$ cat config.mk
export PLATFORM = sky130hd
export DESIGN_NAME = mset_slot_alu
export DESIGN_NICKNAME = d
export VERILOG_FILES = /design/src/hw/rtl/mset_pkg.sv /design/src/hw/rtl/mset_slot_alu.sv
export SDC_FILE = /design/constraint.sdc
export NUM_CORES = 1
export LEC_CHECK = 0
export ABC_AREA = 1
export BUFFER_PORTS_ARGS = -buffer_cell sky130_fd_sc_hd__buf_2
export CORE_AREA = 2 2 73 75
export DETAILED_ROUTE_END_ITERATION = 7
export DIE_AREA = 0 0 75 77
export GPL_TIMING_DRIVEN = 1
export PLACE_DENSITY = 0.79
export SLEW_MARGIN = 30
export SYNTH_ARGS = -nofsm -noshare
export SYNTH_HDL_FRONTEND = slang
export SYNTH_SLANG_ARGS = --single-unit
$ cat constraint.sdc
create_clock -name vclk -period 1.77
set_clock_uncertainty 0.05 [all_clocks]
set_input_delay 0.0885 -clock vclk [all_inputs]
set_output_delay 0.0885 -clock vclk [all_outputs]
set_load 0.1 [all_outputs]
$ cat src/hw/rtl/mset_pkg.sv
// ----------------------------------------------------------------------------
// mset_pkg
// Shared constants, codes and types of the expiry timer bank.
// ----------------------------------------------------------------------------
package mset_pkg;

    localparam int SLOTS_DEF      = 16;
    localparam int COUNT_BITS_DEF = 32;

    localparam int KIND_W     = 2;
    localparam int SLOT_FW    = 4;
    localparam int DURATION_W = 32;
    localparam int EVENT_W    = 8;
    localparam int ELAPSED_W  = 16;
    localparam int STATUS_W   = 2;

    localparam logic [KIND_W-1:0] KIND_TICK   = 2'd0;
    localparam logic [KIND_W-1:0] KIND_ARM    = 2'd1;
    localparam logic [KIND_W-1:0] KIND_DISARM = 2'd2;

    localparam logic [STATUS_W-1:0] STATUS_OK       = 2'd0;
    localparam logic [STATUS_W-1:0] STATUS_CONFLICT = 2'd1;
    localparam logic [STATUS_W-1:0] STATUS_ZERO_DUR = 2'd2;

    // Control outcome of one slot visit during a tick sweep.
    typedef struct packed {
        logic fire;
        logic wr_en;
        logic clear_active;
    } t_alu_res;

endpackage

$ cat src/hw/rtl/mset_slot_alu.sv
// ----------------------------------------------------------------------------
// mset_slot_alu
// Compare-and-subtract unit shared by all slots during a tick sweep.
// ----------------------------------------------------------------------------
module mset_slot_alu
    import mset_pkg::*;
#(
    parameter int COUNT_BITS = COUNT_BITS_DEF
) (
    input  logic                  i_active,
    input  logic                  i_repeat,
    input  logic [COUNT_BITS-1:0] i_remaining,
    input  logic [COUNT_BITS-1:0] i_reload,
    input  logic [ELAPSED_W-1:0]  i_elapsed,
    output t_alu_res              o_res,
    output logic [COUNT_BITS-1:0] o_count
);

    localparam int CW = (COUNT_BITS > ELAPSED_W) ? COUNT_BITS : ELAPSED_W;

    logic [CW-1:0] rem_ext;
    logic [CW-1:0] el_ext;
    logic [CW-1:0] diff;
    logic          above;

    assign rem_ext = CW'(i_remaining);
    assign el_ext  = CW'(i_elapsed);
    assign above   = rem_ext > el_ext;
    assign diff    = rem_ext - el_ext;

    always_comb begin
        o_res.fire         = i_active && !above;
        o_res.wr_en        = i_active && (above || i_repeat);
        o_res.clear_active = i_active && !above && !i_repeat;
        // Reload drops any overshoot.
        o_count = above ? diff[COUNT_BITS-1:0] : i_reload;
    end

endmodule

==> reports/results.ini, run 1 <==
[logic_synthesis]
synth-seq-area-share=0
ys_types=23
syn-num-nets=532
post_synth.cell_area_avg_um2=4.66
yosysWarnings=0
synth_area_mm2=0.00202
synthCells=433

[status]
status=stopped before the end
error=[ERROR GRT-0116] Global routing finished with congestion. Check the congestion regions in the DRC Viewer.
haltStage=global routing (5_1_grt)

[global_routing]
grt_overflow_total=1
grt_max_degree=12
grt_pass1_vias=5131
grt_pass1_wl_um=25800
grt.total_usage=0.591

[floorplanning]
die_h_um=77
ios=117
start_util=0.406
num_rows=26
die_w_um=75

[cts]
hold_buffers=0

[placement]
place_congestion=0.989
place_inst=701
portBuffers=117
dp_hpwl_um=8590

-- kinds of logic after synthesis --
kind of cell / share of synthesized area
buffers and inverters: 0.183
adder cells (fa/ha/maj): 0.109
XOR/XNOR: 0.0651
AND/OR/NAND/NOR: 0.563
AO/OA/AOI/OAI: 0.0799
-- Yosys cell counts, drive strengths merged --
| cell type | count | area, um2 |
|---|---|---|
| nor3 | 5 | 25.0 |
| a21oi | 13 | 68.8 |
| o21ai | 14 | 73.8 |
| nand4 | 6 | 37.5 |
| fa | 1 | 20.0 |
| nand3 | 36 | 180 |
| clkinv | 1 | 3.75 |
| ha | 16 | 200 |
| or2 | 1 | 6.26 |
| nor2 | 42 | 168 |
| xor2 | 6 | 52.6 |
| nand2 | 190 | 721 |
| xnor2 | 9 | 78.8 |
| inv | 86 | 323 |
| buf | 6 | 42.5 |
| a21boi | 1 | 18.8 |
-- per-layer routing --
layer  GRT usage  overflow
met4       0.593         0
met5           0         0
met1       0.571         0
met2       0.859         1
met3       0.298         0
-- repair_timing --
item                                    CTS
endpoints found under the setup margin   35
cloned                                    4
pin swaps                                 5
setup buffers                            12
gates resized for setup                  64
-- through the flow --
stage	utilization	instance area, um2	setup slack (ns)	hold slack [ns]
4_1_cts	0.977	4860	-0.421	0.468
3_5_place_dp	0.892	4440	-0.609	0.457
3_3_place_gp	0.892	4440	-0.464	0.444
2_1_floorplan	-	2610	-0.559	0.232
==> inputs of run 2 (changes only) <==
--- a/config.mk
+++ b/config.mk
@@ -7,11 +7,11 @@
 export LEC_CHECK = 0
 export ABC_AREA = 1
 export BUFFER_PORTS_ARGS = -buffer_cell sky130_fd_sc_hd__buf_2
-export CORE_AREA = 2 2 73 75
+export CORE_AREA = 2 2 75 77
 export DETAILED_ROUTE_END_ITERATION = 7
-export DIE_AREA = 0 0 75 77
+export DIE_AREA = 0 0 77 79
 export GPL_TIMING_DRIVEN = 1
-export PLACE_DENSITY = 0.79
+export PLACE_DENSITY_LB_ADDON = 0.15
 export SLEW_MARGIN = 30
 export SYNTH_ARGS = -nofsm -noshare
 export SYNTH_HDL_FRONTEND = slang
==> constraint.sdc (replaced) <==
create_clock -name vclk -period 2.3
set_clock_uncertainty 0.05 [all_clocks]
set_input_delay 0.115 -clock vclk [all_inputs]
set_output_delay 0.115 -clock vclk [all_outputs]
set_load 0.1 [all_outputs]
==> reports/results.ini, run 2 <==
[status]
status=finished clean

[global_routing]
grt_pass1_wl_um=13200
grt_overflow_total=0
grt.total_usage=0.261
grt_max_degree=17
antenna_found_initial=0
grt_pass1_vias=2959

[layout]
final_common_cell=nand2_1
num-clock-buffers=0
fin_area_mm2=0.00380
most-common-layout-cells=nand2_1 (156), inv_1 (81), buf_2 (81)
seq_cells=0
fill_cells=467
drive_above_1_share=0.374
regArea_um2=0
multi_input_area_mm2=0.00196
antenna_cells=0
final_core_util=0.713
synthToLayoutAreaGrowth_pct=88.4
final_nets=671

[logic_synthesis]
synth_area_mm2=0.00202  ; unchanged
synthCells=433  ; unchanged
syn-num-nets=532  ; unchanged
synth.top_cells.by_count=nand2_1 (187), inv_1 (83), nor2_1 (38), nand3_1 (36), ha_1 (16)
netlist.area_leader.share=0.348  ; unchanged
synthTopCellsByArea=nand2_1 (35%), inv_1 (15%), ha_1 (9.9%)
yosysWarnings=0  ; unchanged
synthMuxAreaShare=0  ; unchanged
post_synth.cell_area_avg_um2=4.66  ; unchanged
synth-seq-area-share=0  ; unchanged
synth_adder_area_share=0.109  ; unchanged
synth.largest_area_cell=nand2_1
ys_types=23  ; unchanged
yosys.area_share.simple=0.563  ; unchanged
synth_top_family_by_area=simple AND/OR/NAND/NOR gates
synth_compound_area_frac=0.0799  ; unchanged
synth_xor_area_frac=0.0651  ; unchanged
synth_most_common_cell=nand2_1

[floorplanning]
start_util=0.378  ; -0.0274
num_rows=27  ; +3.8%
die_w_um=77  ; +2.7%
die_h_um=79  ; +2.6%
dieArea_mm2=0.00608
core-area_mm2=0.00534
ios=117  ; unchanged

[sta]
hold_ws_ns=0.511
finalSetupViolations=0
slew_headroom=0.726
drv_slew=0
tightestPinTransition_ns=0.408
worst_slack_ns=0.0980
finalCriticalPeriod_ns=2.20
min_period_over_period=0.957
rsz0062_at_grt=no
hold_violations=0
fmax_ghz=0.454

[routing]
drt_wl_total_um=7870
via_per_inst=4.68
wl_per_cell_um=12.3
drtIter0Drc=122
route.detailed.drc=0
vias=3004
ant_nets=0
drt-pass1-iter-count=5

[power_and_ir_drop]
power_density_mw_per_mm2=425
vdd_ir_drop_max_mv=0.488
p_leak_nw=2.08

[placement]
dp_slack_ns=-0.0549  ; +0.554 ns
place_area_mm2=0.00354  ; -20%
place_congestion=0.894  ; -9.5%
dp_hpwl_um=6250  ; -27%
portBuffers=117  ; unchanged

[critical_path]
cpPeakStageDelay_ns=0.34
crit_path_frequent_cell=nand2_2
path_max_fanout=7
arrival_ns=2.04
crit_type=primary input to output pin
crit_required_ns=2.13
cp_cell_sequence=buf_6 -> inv_2 -> ha_4 -> inv_4 -> fa_2 -> nand2_2 -> nand2_2 -> nand2_2 -> o21ai_2 -> nand2_2 -> nand2_4 -> a21boi_4 -> buf_12 -> buf_12 -> nand2_1 -> o21ai_4 -> buf_12
critPathCaptureType=output pin
start_kind=primary input
crit_slowest_cell=fa_2

[hold_path]
hold_path.class=primary input to output pin
hold_depth=3
min_to=o_res[0]
min_from=i_repeat

[job]
maxCapViolCount=0

[cts]
hold_buffers=0  ; unchanged

## run 2: cell counts after synthesis
No cell type changed its count.
## run 2: cell type report
type,instances,area share
tap,72,0.0237
inverter,87,0.0865
timing repair buffer,143,0.375
multi-input combinational,340,0.514
## run 2: per-stage QoR
stage	total power (W)	std cells	setup TNS, ns
global route	0.00170	642	0
floorplan	0.00101	433	-0.133
finish	0.00162	642	0
detailed placement	0.00157	633	-0.537
global placement	0.00156	633	0
CTS	0.00159	642	0
## run 2: per-layer routing
layer	global-route usage	wire length, um	part of all wire
met1	0.312	3260	0.41
met2	0.522	4060	0.52
met3	0.0159	480	0.061
met4	0.0321	76	0.0097
met5	0	0	0
## run 2: worst max path at each step
| stage | endpoint | depth (start not counted) | start |
|---|---|---|---|
| detailed placement | o_count[5] | 16 | i_remaining[0] |
| finish | o_count[12] | 17 | i_remaining[0] |
| global placement | o_count[7] | 16 | i_remaining[0] |
| floorplan | o_res[0] | 14 | i_remaining[0] |
| CTS | o_count[5] | 18 | i_remaining[0] |
| global route | o_count[2] | 15 | i_elapsed[15] |
## run 2: repair_timing
| action | CTS | global route |
|---|---|---|
| gates resized for setup | 22 | 12 |
| gates cloned | 3 | 0 |
| pin swaps | 8 | 6 |
| endpoints found under the setup margin | 31 | 33 |
| buffers inserted | 7 | 1 |
## run 2: logic make-up after synthesis
logic type / after synthesis
compound gates: 28
xor+xnor: 15
fa+ha+maj: 17
buf+inv: 93
simple gates: 280
## run 2: worst max-delay path, delay by kind of cell
family | cells | cell delay, ns
buf+inv | 6 | 0.65
fa+ha+maj | 2 | 0.48
simple gates | 6 | 0.47
compound gates | 3 | 0.33
## run 2: where the power goes
group | total [W] | leakage (nW) | switching [W] | internal [W]
combinational | 0.00162 | 2.08 | 0.00103 | 0.000592
clock | 0 | 0 | 0 | 0
sequential | 0 | 0 | 0 | 0
No activity file was read; power rests on OpenSTA's default activity.
