[src/hw/rtl/mset_ram.sv]
// ----------------------------------------------------------------------------
// mset_ram
// Generic single-write, single-read RAM with registered read data.
// ----------------------------------------------------------------------------
module mset_ram #(
    parameter int WIDTH = 8,
    parameter int DEPTH = 16,
    localparam int AW   = (DEPTH > 1) ? $clog2(DEPTH) : 1
) (
    input  logic             i_clk,
    input  logic             i_we,
    input  logic [AW-1:0]    i_waddr,
    input  logic [WIDTH-1:0] i_wdata,
    input  logic [AW-1:0]    i_raddr,
    output logic [WIDTH-1:0] o_rdata
);

    logic [WIDTH-1:0] r_mem [DEPTH];
    logic [WIDTH-1:0] r_rdata;

    always_ff @(posedge i_clk) begin
        if (i_we) begin
            r_mem[i_waddr] <= i_wdata;
        end
        r_rdata <= r_mem[i_raddr];
    end

    assign o_rdata = r_rdata;

endmodule

[config.mk]
export PLATFORM = sky130hd
export DESIGN_NAME = mset_ram
export DESIGN_NICKNAME = d
export VERILOG_FILES = /design/src/hw/rtl/mset_ram.sv
export SDC_FILE = /design/constraint.sdc
export NUM_CORES = 1
export LEC_CHECK = 0
export BUFFER_PORTS_ARGS = -buffer_cell sky130_fd_sc_hd__buf_2
export CAP_MARGIN = 0
export CORE_MARGIN = 5
export CORE_UTILIZATION = 52
export CTS_BUF_LIST = sky130_fd_sc_hd__clkbuf_8 sky130_fd_sc_hd__clkbuf_16
export DETAILED_ROUTE_END_ITERATION = 8
export PLACE_DENSITY = 0.72
export REMOVE_ABC_BUFFERS = 1
export SLEW_MARGIN = 0
export SYNTH_ARGS = -nofsm -noshare
export SYNTH_HDL_FRONTEND = slang
export SYNTH_SLANG_ARGS = --single-unit
[constraint.sdc]
create_clock -name i_clk -period 1.6 [get_ports i_clk]
set_clock_uncertainty 0.15 [all_clocks]
set_input_delay 0.08 -clock i_clk [delete_from_list [all_inputs] [get_ports i_clk]]
set_output_delay 0.08 -clock i_clk [all_outputs]
set_load 0.005 [all_outputs]
# After elaboration in Yosys (flattened, before gate mapping)
# Memories as Yosys holds them, arrays and structs flattened. A register that Yosys moved wholly into a read port is not among the register bits.
# Index checks and enable logic that the tools add are counted.
# op_classes
muxes	2
# op_table
operator	n
$mux 1	2
# word_totals
ff_bits	0
ram_bits	128
input_bits	18
mem_count	1
# memory_table
name	depth	width	rd	rd_clocked_by_memory_dff	write_ports	line	source
r_mem	16	8	1	1	1	18	logic [WIDTH-1:0] r_mem [DEPTH];

# Logic depth before layout (Yosys ltp)
# Gate-level depths: netlist of the first run.
# depth
word_depth	2
ltp_mapped	5

# Worst setup path before layout of the first run
# No wires, ideal clock.
# synth_path
path_type	in2reg
startpoint	in i_waddr[2]
endpoint	mem r_mem[0][0] (enable)
t_arrival_ps	1190
setup_slack_ps	-123
stages	2
cell_sequence	or3b_2 -> nor3_1
# synth_lines
element	line	source
start, declared	12	input logic [AW-1:0] i_waddr,
end, declared	18	
# No word-level cell before the write port.

==> results of run 1 <==
## cell type report
type                       count  area [sq um]  share of cell area (%)
sequential                   136          4004                   63.54
multi-input combinational     83          1070                   16.98
timing repair buffer          63         483.0                   7.665
clock buffer                  18         427.9                   6.791
tap                          133         166.4                   2.641
clock inverter                14         150.1                   2.383
## per-layer routing
metal / up-vias / routed length, um / track usage [%]
met3: 4 / 539 / 5.637
met2: 77 / 5244 / 29.47
met4: 0 / 76 / 5.432
met1: 1285 / 3911 / 23.40
li1: 1123 / - / -
met5: - / 0 / 0
## power breakdown
part | total [uW] | internal, uW | switching [uW]
registers | 4000 | 3980 | 21.5
clock network | 3690 | 2260 | 1430
logic | 398 | 190 | 209
## cell usage in the layout, fill, tap and decap left out
master / instances
clkinvlp_4: 6
nand2_1: 9
clkbuf_8: 2
nor2_1: 12
buf_4: 22
nor2b_2: 1
nor2_2: 1
clkinv_2: 2
dlymetal6s4s_1: 1
a22oi_2: 1
and2b_1: 1
buf_12: 3
and2_1: 1
edfxtp_1: 128
nor3_1: 4
clkbuf_16: 16
bufinv_16: 2
a22oi_1: 15
nand3b_1: 2
inv_6: 1
buf_2: 25
dlygate4sd3_1: 12
or3b_2: 1
nand2b_2: 1
mux4_2: 18
mux4_1: 14
dfxtp_1: 8
nand3_1: 1
nand2b_1: 1
clkinv_4: 3
## per-stage QoR
step | area [sq um] | hold slack (ns)
global route | 6301 | 0.02851
CTS | 6286 | 0.01188
detailed placement | 5578 | 0.3102
global placement | 5578 | 0.3109
floorplan | 5061 | 0.02887
finish | 6301 | 0.03449
## timing repair
action	in CTS	in global routing
gates resized for setup	0	5
endpoints found under the hold margin	162	0
endpoints found under the setup margin	0	2
hold buffers	13	0
## worst max-delay path: stages (launching register included)
cell      delay [ns]
edfxtp_1        0.39
mux4_1          0.53
a22oi_2         0.25
nand2_1         0.09
## worst max path at each step
stage	from	end	slack [ns]	cells after the start
after floorplan	i_waddr[2]	r_mem[0][0]$_DFFE_PP_	-0.12	2
after global placement	i_raddr[0]	o_rdata[5]$_DFF_P_	-0.004	5
after detailed placement	i_raddr[0]	o_rdata[5]$_DFF_P_	-0.02	5
after CTS	i_waddr[1]	r_mem[5][4]$_DFFE_PP_	0.01	5
after global routing	r_mem[9][2]$_DFFE_PP_	o_rdata[2]$_DFF_P_	0.02	3
final	r_mem[9][2]$_DFFE_PP_	o_rdata[2]$_DFF_P_	0.07	3
## registers in the layout, indices dropped and copies added, names as in the netlist
name,cells
o_rdata,8
r_mem,128
## cell families (layout without fill, tap and decap cells)
family / after synthesis / after routing
buf+inv: 10 / 95
compound gates: 16 / 16
simple gates: 35 / 35
flops: 136 / 136
mux: 32 / 32
==> impl_metrics.ini, run 1 <==
[run_status]
outcome = finished clean

[synth]
ys_seq_area_share_pct = 77.78
synth_area_leader_cell = edfxtp_1
ys.flop_type = edfxtp_1
ys_top_cells_by_area = edfxtp_1 (75%), mux4_2 (7.9%), mux4_1 (7.1%), dfxtp_1 (3.1%), a22oi_1 (2.3%)
synth_top_family_by_area = multiplexers
syn_area_sq_mm = 0.005147
ys_warn_count = 0
muxShareOfSynthArea_pct = 15.02
synth_edf_count = 128
synthSimpleGateAreaFrac_pct = 3.184
synth_most_common_cell = edfxtp_1
ys_ff_latch = 136
synth-xor-area-share_pct = 0
syn_avg_cell_area_sq_um = 22.48
synth_commonest_cells = edfxtp_1 (128), mux4_2 (18), a22oi_1 (16)
synth_compound_gate_area_share_pct = 2.333
yosysUniqueCellTypes = 19
yosysTopAreaCellShare_pct = 74.67
async_flop_share_pct = 0
synth_adder_area_share_pct = 0
synthCells = 229

[critical_path]
path_class = register to register
end_kind = register
r2r_end = o_rdata[2]$_DFF_P_
path_max_fanout = 1
reg2reg_depth = 3
worstPathRequired_ns = 1.83
worst_setup_path_start_kind = register
r2r_setup_slack_ns = 0.07
arrival_ns = 1.76
r2r-start = r_mem[9][2]$_DFFE_PP_

[cells_and_area]
instances_no_fill = 447
fillCellCount = 637
drive_gt1_share_pct = 33.44
syn_to_final_growth_pct = 22.41
nets = 319
antennaDiodeCount = 0
fin_util_pct = 64.76

[min_path]
min_path_cells = 4
min_to = r_mem[3][4]$_DFFE_PP_
hold_start = i_waddr[2]
hp-class = input pin to register

[pwr]
fin_total_pwr_uw = 8089
leakagePower_uw = 0.002178
vdd_drop_max_mv = 0.6353
p_per_area_mw_per_mm2 = 1284

[timing]
setup_viol = 0
fmax_mhz = 654.8
rsz0062_at_grt = no
relSlewSlack_pct = 48.67
worst_pin_slew_ns = 0.7672
finalHoldViolCount = 0
fin_crit_sh_pct = 95.45
worst_slack_ns = 0.07278
finalCriticalPeriod_ns = 1.527
fin_setup_tns_ns = 0
slew_violations = 0

[grt]
first_global_vias = 2567
grt_max_degree = 33
grtUsageTotal_pct = 18.02
grt_pass1_wl_mm = 14.88
antenna_found_initial = 0
gr-total-overflow = 0

[clock_tree]
path_clk_slew_ns = 0.06
root_buffer = clkbuf_8
cts_setup_buffers = 0
clock-sinks = 136
worstSkewPairLatency_ns = 0.51
htree_levels = 4
cts.path.max_buffers = 2
cts_tree = yes
cts_buffers = 17

[floorplanning]
die_y_um = 109.5
dieArea_sq_mm = 0.01199
num_io_pins = 26
coreArea_sq_mm = 0.009729
initial_core_util_pct = 52.91
num_rows = 36
fp.dieW_um = 109.5

[placed_design]
dp_cells = 402
portBuffers = 25
place_congestion = 0.8059
dp.final_hpwl_mm = 5.994
place_ws_ns = -0.01933

[drt]
first_pass_iters = 5
drc = 0
post_drt_wl_per_cell_um = 21.86
vias_per_cell = 5.568
antenna_left = 0
drtIter0Drc = 222
vias = 2489
wl_mm = 9.771

[run]
maxCapViolations = 0
Power figures use the tool's default switching activity.
==> run 2: changes to the inputs <==
Settings changed: ABC_AREA set to 1, SETUP_SLACK_MARGIN set to 0.15.
==> run 2 against run 1 <==
Final cell count up 70%. Sequential power about the same. Non-clock buffer count down 4. Critical path depth up 5. Synthesized cell count up 140%. Total power down 1.2%. Routed wire length up 33%. Hold slack better by 0.016 ns. Count of clock-buffer cells in the layout up 2. Critical path type is now input pin to register.
==> impl_metrics.ini, run 2 <==
[run_status]
outcome = finished clean

[cells_and_area]
mostFrequentLayoutCells = nand2_1 (173), edfxtp_1 (128), inv_1 (101), nand3_1 (97), buf_2 (25)
drive_gt1_share_pct = 12.62
antennaDiodeCount = 0
regMostFlops = r_mem
nets = 623
syn_to_final_growth_pct = 17.21
final_common_cell = nand2_1
largest_register_ffs = 128
fillCellCount = 846
instances_no_fill = 758

[drt]
wl_met1_mm = 5.090
routed.top_layer = met4
drc = 0
wl_mm = 12.96
antenna_left = 0
post_drt_wl_per_cell_um = 17.09
vias = 3988
vias_per_cell = 5.261
drtIter0Drc = 346
first_pass_iters = 6
wl_met3_um = 937
wl_met2_mm = 6.588

[floorplanning]
die_y_um = 115.3
initial_core_util_pct = 53.20
fp.dieW_um = 115.3
dieArea_sq_mm = 0.01330
num_io_pins = 26
num_rows = 38
coreArea_sq_mm = 0.01084

[timing]
worst_slack_ns = 0.2550
setup_viol = 0
whs_ns = 0.05030
finalCriticalPeriod_ns = 1.345
finalHoldViolCount = 0
fmax_mhz = 743.5
slew_violations = 0
rsz0062_at_grt = no
fin_crit_sh_pct = 84.06
relSlewSlack_pct = 54.30
worst_pin_slew_ns = 0.6845
fin_setup_tns_ns = 0

[clock_tree]
cts_buffers = 17
worstSkewPairLatency_ns = 0.51
htree_levels = 4
cts_tree = yes
cts.path.max_buffers = 2
path_clk_slew_ns = 0.06
clock-sinks = 136
root_buffer = clkbuf_8

[min_path]
hold_start = i_we
min_to = r_mem[3][3]$_DFFE_PP_
hp-class = input pin to register
min_path_cells = 4

[synth]
syn_area_sq_mm = 0.005767
synth_area_leader_cell = edfxtp_1
yosysTopAreaCellShare_pct = 66.65
synth_most_common_cell = nand2_1
synth_edf_count = 128
ys_seq_area_share_pct = 69.43
ys.flop_type = edfxtp_1
syn_avg_cell_area_sq_um = 10.47
ys_ff_latch = 136
yosysUniqueCellTypes = 12
async_flop_share_pct = 0
ys_warn_count = 0
synthCells = 551
ys_top_cells_by_area = edfxtp_1 (67%), nand2_1 (11%), nand3_1 (8.4%), inv_1 (6.5%), dfxtp_1 (2.8%)
synth_commonest_cells = nand2_1 (173), edfxtp_1 (128), inv_1 (100)

[critical_path]
r2r-start = r_mem[13][7]$_DFFE_PP_
end_kind = register
r2r_setup_slack_ns = 0.42
r2r_end = o_rdata[7]$_DFF_P_
path_max_fanout = 62
worst_setup_path_start_kind = input pin
worstPathRequired_ns = 1.84
startpoint = i_raddr[0]
arrival_ns = 1.59
path_class = input pin to register
reg2reg_depth = 6

[placed_design]
portBuffers = 25
place_congestion = 0.8075
dp.final_hpwl_mm = 7.691
place_ws_ns = 0.1461
dp_cells = 715

[grt]
antenna_found_initial = 0
grtUsageTotal_pct = 21.02
gr-total-overflow = 0
grt_max_degree = 63
grt_pass1_wl_mm = 20.58
first_global_vias = 3927

[pwr]
p_per_area_mw_per_mm2 = 1182
vdd_drop_max_mv = 0.6444
leakagePower_uw = 0.002969

[run]
maxCapViolations = 0
## run 2: power breakdown
part / leakage [uW] / internal (uW) / switching, uW
Combinational: 0.00147 / 167 / 332
Sequential: 0.00122 / 3980 / 28.4
Clock: 0.000274 / 2140 / 1340
## run 2: how the worst max path moves through the flow
stage	to	slack, ns	depth (start not counted)
after detailed placement	o_rdata[2]$_DFF_P_	0.15	6
after global placement	o_rdata[2]$_DFF_P_	0.23	6
after global routing	o_rdata[2]$_DFF_P_	0.18	8
after floorplan	o_rdata[2]$_DFF_P_	0.39	6
final	o_rdata[2]$_DFF_P_	0.26	8
after CTS	o_rdata[2]$_DFF_P_	0.26	8
## run 2: critical path, stage by stage
cell and delay, ns:
dlygate4sd3_1 0.51, buf_2 0.16, buf_12 0.28, nand2_1 0.09, nand3_1 0.10, nand3_1 0.10, nand3_1 0.15, nand2_1 0.09
## run 2: per-layer routing
layer	GRT usage (%)	vias up
met5	0	-
met2	34.41	183
li1	-	1882
met3	4.579	21
met1	26.61	1902
met4	10.33	0
## run 2: area by class of cell
class	count	area [sq um]	area share, %
Clock buffer	20	455.4	6.738
Clock inverter	12	82.58	1.222
Inverter	102	382.9	5.665
Multi-Input combinational cell	289	1214	17.96
Sequential cell	136	4004	59.24
Tap cell	140	175.2	2.592
Timing Repair Buffer	59	445.4	6.590
## run 2: per-stage QoR
step           cell area [sq um]  util, %  power [uW]
3_5_place_dp                6111    56.37        4557
2_1_floorplan               5600        -        4293
6_report                    6759    62.35        7988
3_3_place_gp                6111    56.37        4543
4_1_cts                     6759    62.35        8029
5_1_grt                     6759    62.35        8279
## run 2: timing repair
item / in CTS / in global routing
gates resized for setup: 0 / 0
endpoints found under the hold margin: 136 / 0
hold buffers: 11 / 0
buffers inserted: 0 / 0
## run 2: cell families after synthesis
group	Yosys count	synth area share, %
buf+inv	126	9.525
flops	136	69.43
simple gates	289	21.05
